===== src/design/aeg_pkg.sv =====
`timescale 1ns / 1ps
// ----------------------------------------------------------------------------
// aeg_pkg
// Shared types and constants of the AHDSR envelope generator.
// ----------------------------------------------------------------------------
package aeg_pkg;

    localparam int FRAC_BITS   = 22;
    localparam int ONE_Q22     = 4194304;
    localparam int SILENCE_LSB = 32;

    localparam int CFG_ADDR_BITS = 3;
    localparam int CFG_DATA_BITS = 24;
    localparam int MODE_BITS     = 2;
    localparam int PEAK_BITS     = 23;
    localparam int OUT_LEVEL_BITS = 24;
    localparam int IN_TDATA_BITS  = 24;
    localparam int OUT_TDATA_BITS = 32;

    // Register indexes of the configuration port
    localparam logic [CFG_ADDR_BITS-1:0] REG_SUSTAIN_LEVEL = 3'd0;
    localparam logic [CFG_ADDR_BITS-1:0] REG_HOLD_SAMPLES  = 3'd1;
    localparam logic [CFG_ADDR_BITS-1:0] REG_ATTACK_COEF   = 3'd2;
    localparam logic [CFG_ADDR_BITS-1:0] REG_ATTACK_BASE   = 3'd3;
    localparam logic [CFG_ADDR_BITS-1:0] REG_DECAY_COEF    = 3'd4;
    localparam logic [CFG_ADDR_BITS-1:0] REG_DECAY_BASE    = 3'd5;
    localparam logic [CFG_ADDR_BITS-1:0] REG_RELEASE_COEF  = 3'd6;
    localparam logic [CFG_ADDR_BITS-1:0] REG_RELEASE_BASE  = 3'd7;

    // Item kinds carried on tuser
    localparam logic [MODE_BITS-1:0] MODE_TICK     = 2'd0;
    localparam logic [MODE_BITS-1:0] MODE_NOTE_ON  = 2'd1;
    localparam logic [MODE_BITS-1:0] MODE_NOTE_OFF = 2'd2;

    typedef enum logic [2:0] {
        PH_IDLE    = 3'd0,
        PH_ATTACK  = 3'd1,
        PH_HOLD    = 3'd2,
        PH_DECAY   = 3'd3,
        PH_SUSTAIN = 3'd4,
        PH_RELEASE = 3'd5
    } phase_t;

    typedef struct packed {
        logic        [22:0] sustain_level;
        logic        [22:0] hold_samples;
        logic        [22:0] attack_coef;
        logic        [22:0] attack_base;
        logic        [22:0] decay_coef;
        logic signed [23:0] decay_base;
        logic        [22:0] release_coef;
        logic signed [23:0] release_base;
    } cfg_t;

    // Levels and coefficients above 1.0 act as 1.0
    function automatic logic [22:0] clamp_one(input logic [22:0] v);
        logic [22:0] r;
        r = (v > 23'(ONE_Q22)) ? 23'(ONE_Q22) : v;
        return r;
    endfunction

endpackage


===== src/design/aeg_cfg_regs.sv =====
`timescale 1ns / 1ps
// ----------------------------------------------------------------------------
// aeg_cfg_regs
// Configuration register file; levels and coefficients are clamped on write.
// ----------------------------------------------------------------------------
module aeg_cfg_regs
(
    input  logic                              clk,
    input  logic                              rst_n,
    input  logic                              cfg_we,
    input  logic [aeg_pkg::CFG_ADDR_BITS-1:0] cfg_addr,
    input  logic [aeg_pkg::CFG_DATA_BITS-1:0] cfg_wdata,
    output aeg_pkg::cfg_t                     cfg
);
    import aeg_pkg::*;

    cfg_t cfg_reg;
    cfg_t cfg_next;

    always_comb
    begin
        cfg_next = cfg_reg;
        if (cfg_we)
        begin
            unique case (cfg_addr)
                REG_SUSTAIN_LEVEL: cfg_next.sustain_level = clamp_one(cfg_wdata[22:0]);
                REG_HOLD_SAMPLES:  cfg_next.hold_samples  = cfg_wdata[22:0];
                REG_ATTACK_COEF:   cfg_next.attack_coef   = clamp_one(cfg_wdata[22:0]);
                REG_ATTACK_BASE:   cfg_next.attack_base   = cfg_wdata[22:0];
                REG_DECAY_COEF:    cfg_next.decay_coef    = clamp_one(cfg_wdata[22:0]);
                REG_DECAY_BASE:    cfg_next.decay_base    = $signed(cfg_wdata);
                REG_RELEASE_COEF:  cfg_next.release_coef  = clamp_one(cfg_wdata[22:0]);
                REG_RELEASE_BASE:  cfg_next.release_base  = $signed(cfg_wdata);
                default:           cfg_next = cfg_reg;
            endcase
        end
    end

    always_ff @(posedge clk or negedge rst_n)
    begin
        if (!rst_n)
        begin
            cfg_reg.sustain_level <= 23'(ONE_Q22);
            cfg_reg.hold_samples  <= 23'd480;
            cfg_reg.attack_coef   <= '0;
            cfg_reg.attack_base   <= 23'(ONE_Q22);
            cfg_reg.decay_coef    <= '0;
            cfg_reg.decay_base    <= 24'(ONE_Q22);
            cfg_reg.release_coef  <= '0;
            cfg_reg.release_base  <= '0;
        end
        else
        begin
            cfg_reg <= cfg_next;
        end
    end

    assign cfg = cfg_reg;

endmodule


===== src/design/aeg_step.sv =====
`timescale 1ns / 1ps
// ----------------------------------------------------------------------------
// aeg_step
// Next-state logic for one item: one shared multiply-add, saturation and
// the phase transitions.
// ----------------------------------------------------------------------------
module aeg_step #(
    parameter int LEVEL_BITS = 24,
    parameter int HOLD_BITS  = 24
)
(
    input  logic [aeg_pkg::MODE_BITS-1:0]  mode,
    input  logic [aeg_pkg::PEAK_BITS-1:0]  peak_in,
    input  aeg_pkg::cfg_t                  cfg,
    input  aeg_pkg::phase_t                phase_cur,
    input  logic signed [LEVEL_BITS-1:0]   level_cur,
    input  logic [HOLD_BITS-1:0]           hold_cur,
    input  logic [aeg_pkg::PEAK_BITS-1:0]  peak_cur,
    input  logic signed [LEVEL_BITS-1:0]   step_cur,
    output aeg_pkg::phase_t                phase_nxt,
    output logic signed [LEVEL_BITS-1:0]   level_nxt,
    output logic [HOLD_BITS-1:0]           hold_nxt,
    output logic [aeg_pkg::PEAK_BITS-1:0]  peak_nxt,
    output logic signed [LEVEL_BITS-1:0]   step_nxt
);
    import aeg_pkg::*;

    localparam int AW  = (LEVEL_BITS > 24) ? LEVEL_BITS : 24;
    localparam int PW  = AW + 24;
    localparam int SW  = AW + 3;
    localparam int HCW = (HOLD_BITS > 23) ? HOLD_BITS : 23;

    localparam logic signed [SW-1:0] SAT_HI =
        {{(SW-LEVEL_BITS+1){1'b0}}, {(LEVEL_BITS-1){1'b1}}};
    localparam logic signed [SW-1:0] SAT_LO =
        {{(SW-LEVEL_BITS+1){1'b1}}, {(LEVEL_BITS-1){1'b0}}};
    localparam logic signed [SW-1:0] SIL_POS = SW'(SILENCE_LSB);
    localparam logic signed [SW-1:0] SIL_NEG = -SW'(SILENCE_LSB);
    localparam logic signed [PW-1:0] ROUND_HALF = PW'(64'd2097152);
    localparam logic [HOLD_BITS-1:0] HOLD_MAX = '1;

    function automatic logic signed [LEVEL_BITS-1:0] sat_l(input logic signed [SW-1:0] v);
        logic signed [LEVEL_BITS-1:0] r;
        if (v > SAT_HI)
            r = SAT_HI[LEVEL_BITS-1:0];
        else if (v < SAT_LO)
            r = SAT_LO[LEVEL_BITS-1:0];
        else
            r = v[LEVEL_BITS-1:0];
        return r;
    endfunction

    logic signed [SW-1:0]         peak_ext;
    logic signed [SW-1:0]         sus_ext;
    logic signed [LEVEL_BITS-1:0] peak_sat;
    logic signed [LEVEL_BITS-1:0] sus_sat;
    logic                         sus_zero;
    logic                         attack_live;

    logic signed [AW-1:0]         mul_a;
    logic signed [23:0]           mul_c;
    logic signed [AW-1:0]         add_b;
    logic signed [PW-1:0]         prod;
    logic signed [PW-1:0]         prod_rnd;
    logic signed [PW-1:0]         prod_shr;
    logic signed [AW+1:0]         prod_q;
    logic signed [SW-1:0]         mac_sum;
    logic signed [LEVEL_BITS-1:0] mac;
    logic signed [SW-1:0]         mac_ext;
    logic signed [SW-1:0]         sus_diff;

    logic [HOLD_BITS-1:0]         hold_base;
    logic [HOLD_BITS-1:0]         hold_inc;
    logic                         hold_run;
    phase_t                       sus_phase;
    phase_t                       dec_phase;
    logic signed [LEVEL_BITS-1:0] dec_level;

    assign peak_ext    = SW'($signed({1'b0, peak_cur}));
    assign sus_ext     = SW'($signed({1'b0, cfg.sustain_level}));
    assign peak_sat    = sat_l(peak_ext);
    assign sus_sat     = sat_l(sus_ext);
    assign sus_zero    = (cfg.sustain_level == '0);
    assign attack_live = (phase_cur == PH_ATTACK) && (cfg.attack_coef != '0);

    // Operand select for the shared multiply-add
    always_comb
    begin
        if (mode == MODE_NOTE_ON)
        begin
            mul_a = AW'($signed({1'b0, cfg.attack_base}));
            mul_c = $signed({1'b0, peak_in});
            add_b = '0;
        end
        else if (attack_live)
        begin
            mul_a = AW'(level_cur);
            mul_c = $signed({1'b0, cfg.attack_coef});
            add_b = AW'(step_cur);
        end
        else if (phase_cur == PH_RELEASE)
        begin
            mul_a = AW'(level_cur);
            mul_c = $signed({1'b0, cfg.release_coef});
            add_b = AW'($signed(cfg.release_base));
        end
        else
        begin
            // instant attack enters decay from the peak
            mul_a = (phase_cur == PH_ATTACK) ? AW'(peak_sat) : AW'(level_cur);
            mul_c = $signed({1'b0, cfg.decay_coef});
            add_b = AW'($signed(cfg.decay_base));
        end
    end

    assign prod     = PW'(mul_a) * PW'(mul_c);
    assign prod_rnd = prod + ROUND_HALF;
    assign prod_shr = prod_rnd >>> FRAC_BITS;
    assign prod_q   = prod_shr[AW+1:0];
    assign mac_sum  = SW'(add_b) + SW'(prod_q);
    assign mac      = sat_l(mac_sum);
    assign mac_ext  = SW'(mac);
    assign sus_diff = mac_ext - sus_ext;

    // Hold count, restarted from zero on an instant attack
    assign hold_base = (phase_cur == PH_ATTACK) ? '0 : hold_cur;
    assign hold_inc  = (hold_base == HOLD_MAX) ? hold_base : hold_base + 1'b1;
    assign hold_run  = HCW'(hold_inc) < HCW'(cfg.hold_samples);

    assign sus_phase = sus_zero ? PH_IDLE : PH_SUSTAIN;

    always_comb
    begin
        if (cfg.decay_coef != '0)
        begin
            dec_level = mac;
            dec_phase = ((sus_diff > SIL_NEG) && (sus_diff < SIL_POS)) ? sus_phase : PH_DECAY;
        end
        else
        begin
            dec_level = sus_sat;
            dec_phase = sus_phase;
        end
    end

    always_comb
    begin
        phase_nxt = phase_cur;
        level_nxt = level_cur;
        hold_nxt  = hold_cur;
        peak_nxt  = peak_cur;
        step_nxt  = step_cur;
        case (mode)
            MODE_TICK:
            begin
                unique case (phase_cur) inside
                    PH_ATTACK, PH_HOLD:
                    begin
                        if (attack_live)
                        begin
                            level_nxt = mac;
                            if (peak_ext > sus_ext)
                            begin
                                if (mac_ext >= peak_ext)
                                begin
                                    level_nxt = peak_sat;
                                    hold_nxt  = '0;
                                    phase_nxt = PH_HOLD;
                                end
                            end
                            else if (mac_ext >= sus_ext)
                            begin
                                level_nxt = sus_sat;
                                phase_nxt = PH_SUSTAIN;
                            end
                        end
                        else
                        begin
                            hold_nxt = hold_inc;
                            if (hold_run)
                            begin
                                level_nxt = peak_sat;
                                phase_nxt = PH_HOLD;
                            end
                            else
                            begin
                                level_nxt = dec_level;
                                phase_nxt = dec_phase;
                            end
                        end
                    end
                    PH_DECAY:
                    begin
                        level_nxt = dec_level;
                        phase_nxt = dec_phase;
                    end
                    PH_SUSTAIN:
                    begin
                        level_nxt = sus_sat;
                    end
                    PH_RELEASE:
                    begin
                        if ((cfg.release_coef == '0) || ((mac_ext > SIL_NEG) && (mac_ext < SIL_POS)))
                        begin
                            level_nxt = '0;
                            phase_nxt = PH_IDLE;
                        end
                        else
                        begin
                            level_nxt = mac;
                        end
                    end
                    default:
                    begin
                        phase_nxt = phase_cur;
                    end
                endcase
            end
            MODE_NOTE_ON:
            begin
                peak_nxt  = peak_in;
                step_nxt  = mac;
                phase_nxt = PH_ATTACK;
            end
            MODE_NOTE_OFF:
            begin
                if (phase_cur != PH_IDLE)
                    phase_nxt = PH_RELEASE;
            end
            default:
            begin
                phase_nxt = phase_cur;
            end
        endcase
    end

endmodule


===== src/design/ahdsr_envelope_generator.sv =====
`timescale 1ns / 1ps
// ----------------------------------------------------------------------------
// ahdsr_envelope_generator
// One-voice AHDSR envelope: sample ticks, note-on and note-off in, the
// level and phase after each item out.
// The input item waits in an input register; when the output register is free
// or drains, the result is loaded into it and offered on the output.
// Throughput: one item per cycle while the output is not stalled; the level
// feedback closes through one combinational multiply-add.
// Reset: idle, level 0, peak 1.0, registers at their defaults; no clearing pass.
// ----------------------------------------------------------------------------
module ahdsr_envelope_generator #(
    parameter int LEVEL_BITS = 24,
    parameter int HOLD_BITS  = 24
)
(
    input  logic                                clk,
    input  logic                                rst_n,
    input  logic                                cfg_we,
    input  logic [aeg_pkg::CFG_ADDR_BITS-1:0]   cfg_addr,
    input  logic [aeg_pkg::CFG_DATA_BITS-1:0]   cfg_wdata,
    input  logic                                s_tvalid,
    output logic                                s_tready,
    input  logic [aeg_pkg::IN_TDATA_BITS-1:0]   s_tdata,  // [22:0] peak_level
    input  logic [aeg_pkg::MODE_BITS-1:0]       s_tuser,  // [1:0] mode
    output logic                                m_tvalid,
    input  logic                                m_tready,
    output logic [aeg_pkg::OUT_TDATA_BITS-1:0]  m_tdata   // [23:0] level, [26:24] phase,
                                                          // [27] busy_res
);
    import aeg_pkg::*;

    localparam logic signed [LEVEL_BITS-1:0] STEP_RESET =
        (LEVEL_BITS > 23) ? LEVEL_BITS'(ONE_Q22) : {1'b0, {(LEVEL_BITS-1){1'b1}}};

    cfg_t cfg;

    logic                         in_valid_reg;
    logic                         in_valid_next;
    logic [MODE_BITS-1:0]         in_mode_reg;
    logic [PEAK_BITS-1:0]         in_peak_reg;
    logic                         out_valid_reg;
    logic                         out_valid_next;
    logic [OUT_LEVEL_BITS-1:0]    out_level_reg;
    phase_t                       out_phase_reg;
    logic                         out_busy_reg;

    phase_t                       phase_reg;
    phase_t                       phase_next;
    logic signed [LEVEL_BITS-1:0] level_reg;
    logic signed [LEVEL_BITS-1:0] level_next;
    logic [HOLD_BITS-1:0]         hold_reg;
    logic [HOLD_BITS-1:0]         hold_next;
    logic [PEAK_BITS-1:0]         peak_reg;
    logic [PEAK_BITS-1:0]         peak_next;
    logic signed [LEVEL_BITS-1:0] step_reg;
    logic signed [LEVEL_BITS-1:0] step_next;

    logic                         s_xfer;
    logic                         advance;
    logic signed [LEVEL_BITS+OUT_LEVEL_BITS-1:0] level_wide;

    aeg_cfg_regs u_cfg_regs
    (
        .clk       (clk),
        .rst_n     (rst_n),
        .cfg_we    (cfg_we),
        .cfg_addr  (cfg_addr),
        .cfg_wdata (cfg_wdata),
        .cfg       (cfg)
    );

    aeg_step #(
        .LEVEL_BITS (LEVEL_BITS),
        .HOLD_BITS  (HOLD_BITS)
    ) u_step
    (
        .mode      (in_mode_reg),
        .peak_in   (in_peak_reg),
        .cfg       (cfg),
        .phase_cur (phase_reg),
        .level_cur (level_reg),
        .hold_cur  (hold_reg),
        .peak_cur  (peak_reg),
        .step_cur  (step_reg),
        .phase_nxt (phase_next),
        .level_nxt (level_next),
        .hold_nxt  (hold_next),
        .peak_nxt  (peak_next),
        .step_nxt  (step_next)
    );

    // Retire the held item whenever the output register is free or drains
    assign advance  = in_valid_reg && (!out_valid_reg || m_tready);
    assign s_tready = !in_valid_reg || advance;
    assign s_xfer   = s_tvalid && s_tready;

    assign in_valid_next  = s_xfer ? 1'b1 : (advance ? 1'b0 : in_valid_reg);
    assign out_valid_next = advance ? 1'b1 : (m_tready ? 1'b0 : out_valid_reg);

    assign level_wide = (LEVEL_BITS + OUT_LEVEL_BITS)'(level_next);

    always_ff @(posedge clk or negedge rst_n)
    begin
        if (!rst_n)
        begin
            in_valid_reg  <= 1'b0;
            out_valid_reg <= 1'b0;
            phase_reg     <= PH_IDLE;
            level_reg     <= '0;
            hold_reg      <= '0;
            peak_reg      <= PEAK_BITS'(ONE_Q22);
            step_reg      <= STEP_RESET;
        end
        else
        begin
            in_valid_reg  <= in_valid_next;
            out_valid_reg <= out_valid_next;
            if (advance)
            begin
                phase_reg <= phase_next;
                level_reg <= level_next;
                hold_reg  <= hold_next;
                peak_reg  <= peak_next;
                step_reg  <= step_next;
            end
        end
    end

    // Payload registers: hold the input item, capture the result on advance
    always_ff @(posedge clk)
    begin
        if (s_xfer)
        begin
            in_mode_reg <= s_tuser;
            in_peak_reg <= s_tdata[PEAK_BITS-1:0];
        end
        if (advance)
        begin
            out_level_reg <= level_wide[OUT_LEVEL_BITS-1:0];
            out_phase_reg <= phase_next;
            out_busy_reg  <= (phase_reg != PH_IDLE);
        end
    end

    assign m_tvalid = out_valid_reg;
    assign m_tdata  = {4'b0000, out_busy_reg, out_phase_reg, out_level_reg};

endmodule

===== config.mk =====
export PLATFORM = sky130hd
export DESIGN_NAME = ahdsr_envelope_generator
export DESIGN_NICKNAME = d
export VERILOG_FILES = /design/src/design/aeg_pkg.sv /design/src/design/aeg_cfg_regs.sv /design/src/design/aeg_step.sv /design/src/design/ahdsr_envelope_generator.sv
export SDC_FILE = /design/constraint.sdc
export NUM_CORES = 2
export LEC_CHECK = 0
export ABC_CLOCK_PERIOD_IN_PS = 40200
export BUFFER_PORTS_ARGS = -buffer_cell sky130_fd_sc_hd__buf_2
export CAP_MARGIN = 10
export CORE_MARGIN = 1.5
export CORE_UTILIZATION = 55
export CTS_BUF_LIST = sky130_fd_sc_hd__clkbuf_8
export DETAILED_ROUTE_END_ITERATION = 16
export PLACE_DENSITY_LB_ADDON = 0.2
export RECOVER_POWER = 25
export REMOVE_ABC_BUFFERS = 1
export SLEW_MARGIN = 15
export SYNTH_ARGS = -nofsm -noshare
export SYNTH_HDL_FRONTEND = slang
export SYNTH_SLANG_ARGS = --single-unit
export TNS_END_PERCENT = 30

===== constraint.sdc =====
create_clock -name clk -period 40.2 [get_ports clk]
set_input_delay 0 -clock clk [delete_from_list [all_inputs] [get_ports clk]]
set_output_delay 0 -clock clk [all_outputs]
set_load 0.03 [all_outputs]

==> flow_summary.toml <==
[synth]
yosysSeqAreaShare_pct = 20.8
muxShareOfSynthArea_pct = 4.09
synth_xor_area_share_pct = 1.81
synth_top_family_by_area = "adder cells"
ys_types = 100
synth_compound_area_share_pct = 13.7
synth_cells = 4754
synth_most_common_cell = "inv_1"
synthTopCellsByCount = "737 x inv_1, 584 x fa_1, 554 x nand2_1"
synth.largest_area_cell = "fa_1"
syn-cell-area_sq_um = 42100
synth-simple-area-share_pct = 15.1
synth-edff-count = 53
synth_adder_area_share_pct = 35.8
avgSynthCellArea_sq_um = 8.86
synth_area_leaders = "fa_1 28%, dfrtp_1 16%, ha_1 8.1%, inv_1 6.6%, nand2_1 4.9%"
yosys_warnings = 0
yosys_register_bits = 339
yosys_most_used_dff = "dfrtp_1"
synth_top_area_share_pct = 27.8
async_reset_ff_share_pct = 84.4

[min_path]
hold_path.class = "primary input to register"

[final_layout]
drive_above_1_share_pct = 9.27
fillers = 6703
largest_reg_flops = 186
syn_to_final_growth_pct = 8.10
fin_nets = 5754

[die]
rows = 101
chipHeight_um = 280
start_util_pct = 55.5
die_w_um = 280
dieArea_sq_um = 78200
io_pins = 92
core_area_sq_um = 75800

[cts]
cts_resized = 0
root_buffer = "clkbuf_8"
cts_tree = "built"
clock_sinks = 339
clk_latency_ns = 0.70
cts.clk_slew.worst_paths_ns = 0.06
cts_made_buffers = 57
clk_path_buf_depth = 3
postCtsSetupBuffers = 0
htree_levels = 2

[drt]
drtIter0Drc = 3630
via_per_inst = 6.11
num_vias = 35873
wl_per_cell_um = 24.3
drt_first_pass_iters = 6
routed_wl_mm = 142
drc_errors = 0
drtAntennaViolNets = 0

[global_routing]
grt_pass1_wl_mm = 217
globalRouteOverflowTotal = 0
grtUsageTotal_pct = 37.2
antenna_found_initial = 5
grt_start_max_net_pins = 75
first_global_vias = 35740

[timing]
tightest_slew_ns = 3.92
fin_crit_sh_pct = 48.7
tns_ns = 0
fin_skew_ns = 0.0483
relSlewSlack_pct = -161
slew_violations = 327
finalHoldViolCount = 0
period_minus_slack_ns = 19.57
rsz0062_at_grt = "no"
fmax_mhz = 51.1
setup_viol = 0

[critical_path]
crit_top_cell = "fa_1"
worstSetupPathType = "register to register"
arrival_ns = 19.94
cp.required_ns = 40.57
critPathLaunchType = "register"
cpMaxStageDelayCell = "o311ai_1"
cp_max_fo = 55
slowest_delay_ns = 0.89
worst_setup_path_end_kind = "register"

[place]
hpwlAfterDp_mm = 109
gp_congestion = 1.04
io_buffers = 86

[run_status]
violations = "capacitance limit, slew limit"
status = "complete, but fails checks"

[run]
maxCapViolCount = 7
==> cell families after synthesis <==
family          Yosys count
simple gates           1461
buf+inv                 961
compound gates          893
fa+ha+maj               855
flops                   339
mux                     157
xor+xnor                 87
other cells               1
==> layout by cell type (no fill, tap or decap), types with 13 or more instances in the layout <==
master | synthesis | final
nand3_1 | 104 | 102
a21o_1 | 79 | 79
and3_1 | 14 | 14
edfxtp_1 | 53 | 53
nand2_1 | 554 | 553
buf_2 | 10 | 74
a31oi_1 | 39 | 38
o21a_1 | 31 | 31
xor2_1 | 36 | 36
nor2b_1 | 15 | 13
nand2b_1 | 34 | 33
buf_4 | 6 | 88
inv_1 | 737 | 748
fa_1 | 584 | 584
nor4_1 | 39 | 39
clkbuf_8 | 0 | 68
mux2i_1 | 36 | 35
dlygate4sd3_1 | 0 | 68
o31ai_1 | 22 | 22
nor3_1 | 35 | 34
o211ai_1 | 20 | 20
and2_1 | 17 | 17
mux2_2 | 121 | 121
dfrtp_1 | 277 | 276
a22o_1 | 15 | 15
o221ai_1 | 15 | 15
nand4_1 | 40 | 40
ha_1 | 271 | 271
a21oi_1 | 214 | 204
o21ai_0 | 245 | 245
a211oi_1 | 15 | 15
a311oi_1 | 33 | 33
clkbuf_1 | 193 | 19
xnor2_1 | 51 | 51
nor2_1 | 541 | 540
==> routing by layer <==
| layer | vias up | track usage, % | part of all wire [%] |
|---|---|---|---|
| li1 | 15808 | - | - |
| met1 | 17873 | 49.3 | 39 |
| met2 | 1786 | 57.5 | 44 |
| met3 | 404 | 8.82 | 10 |
| met4 | 2 | 18.3 | 5.9 |
| met5 | - | 0 | 0.0077 |
==> final cells by class <==
| cell class | instances | area [sq um] | share of cell area, % |
|---|---|---|---|
| Clock inverter | 37 | 208 | 0.456 |
| Antenna cell | 5 | 12.5 | 0.0275 |
| Timing Repair Buffer | 249 | 1780 | 3.92 |
| Tap cell | 978 | 1220 | 2.69 |
| Sequential cell | 339 | 8760 | 19.2 |
| Inverter | 737 | 2770 | 6.08 |
| Clock buffer | 68 | 936 | 2.06 |
| Multi-Input combinational cell | 3457 | 29800 | 65.5 |
==> stage by stage <==
stage	hold slack [ns]	worst slack (ns)	area, sq um	utilization, %	instances
2_1_floorplan	-0.296	21.49	41200	-	4533
3_3_place_gp	0.0122	21.57	43700	57.7	5691
3_5_place_dp	0.0141	21.41	43700	57.7	5691
4_1_cts	0.0205	21.30	45600	60.1	5865
5_1_grt	0.0438	20.06	45500	60.0	5865
6_report	0.0505	20.63	45500	60.0	5870
==> worst max-delay path: cells and delay by family (launching register included) <==
family	cells	cell delay, ns
AOI/OAI and AO/OA	21	7.39
adders and majority gates	10	4.82
and+or+nand+nor	14	4.68
buffers and inverters	8	1.85
DFF	1	0.41
xor gates and xnor gates	1	0.09
==> worst paths after layout <==
path                                     start                   to  slack [ns]  cells past startpoint
max                        u_cfg_regs.cfg[125]    out_level_reg[12]       20.63                     54
min                                 s_tdata[1]       in_peak_reg[1]        0.05                      2
max reg2reg                u_cfg_regs.cfg[125]    out_level_reg[12]       20.63                     54
min reg2reg                        step_reg[5]          step_reg[5]        0.48                      2
max in group asynchronous                rst_n   u_cfg_regs.cfg[42]       35.61                      4
min in group asynchronous                rst_n  u_cfg_regs.cfg[116]        0.78                      3
==> what timing repair did <==
| item | 4_1_cts | 5_1_grt |
|---|---|---|
| hold endpoints to repair | 287 | 0 |
| endpoints found under the setup margin | 0 | 0 |
| hold buffers | 69 | 0 |
Power is left out: the tool's default activity adds up to more than one toggle a clock period on the data nets, which glitch-free logic cannot reach.
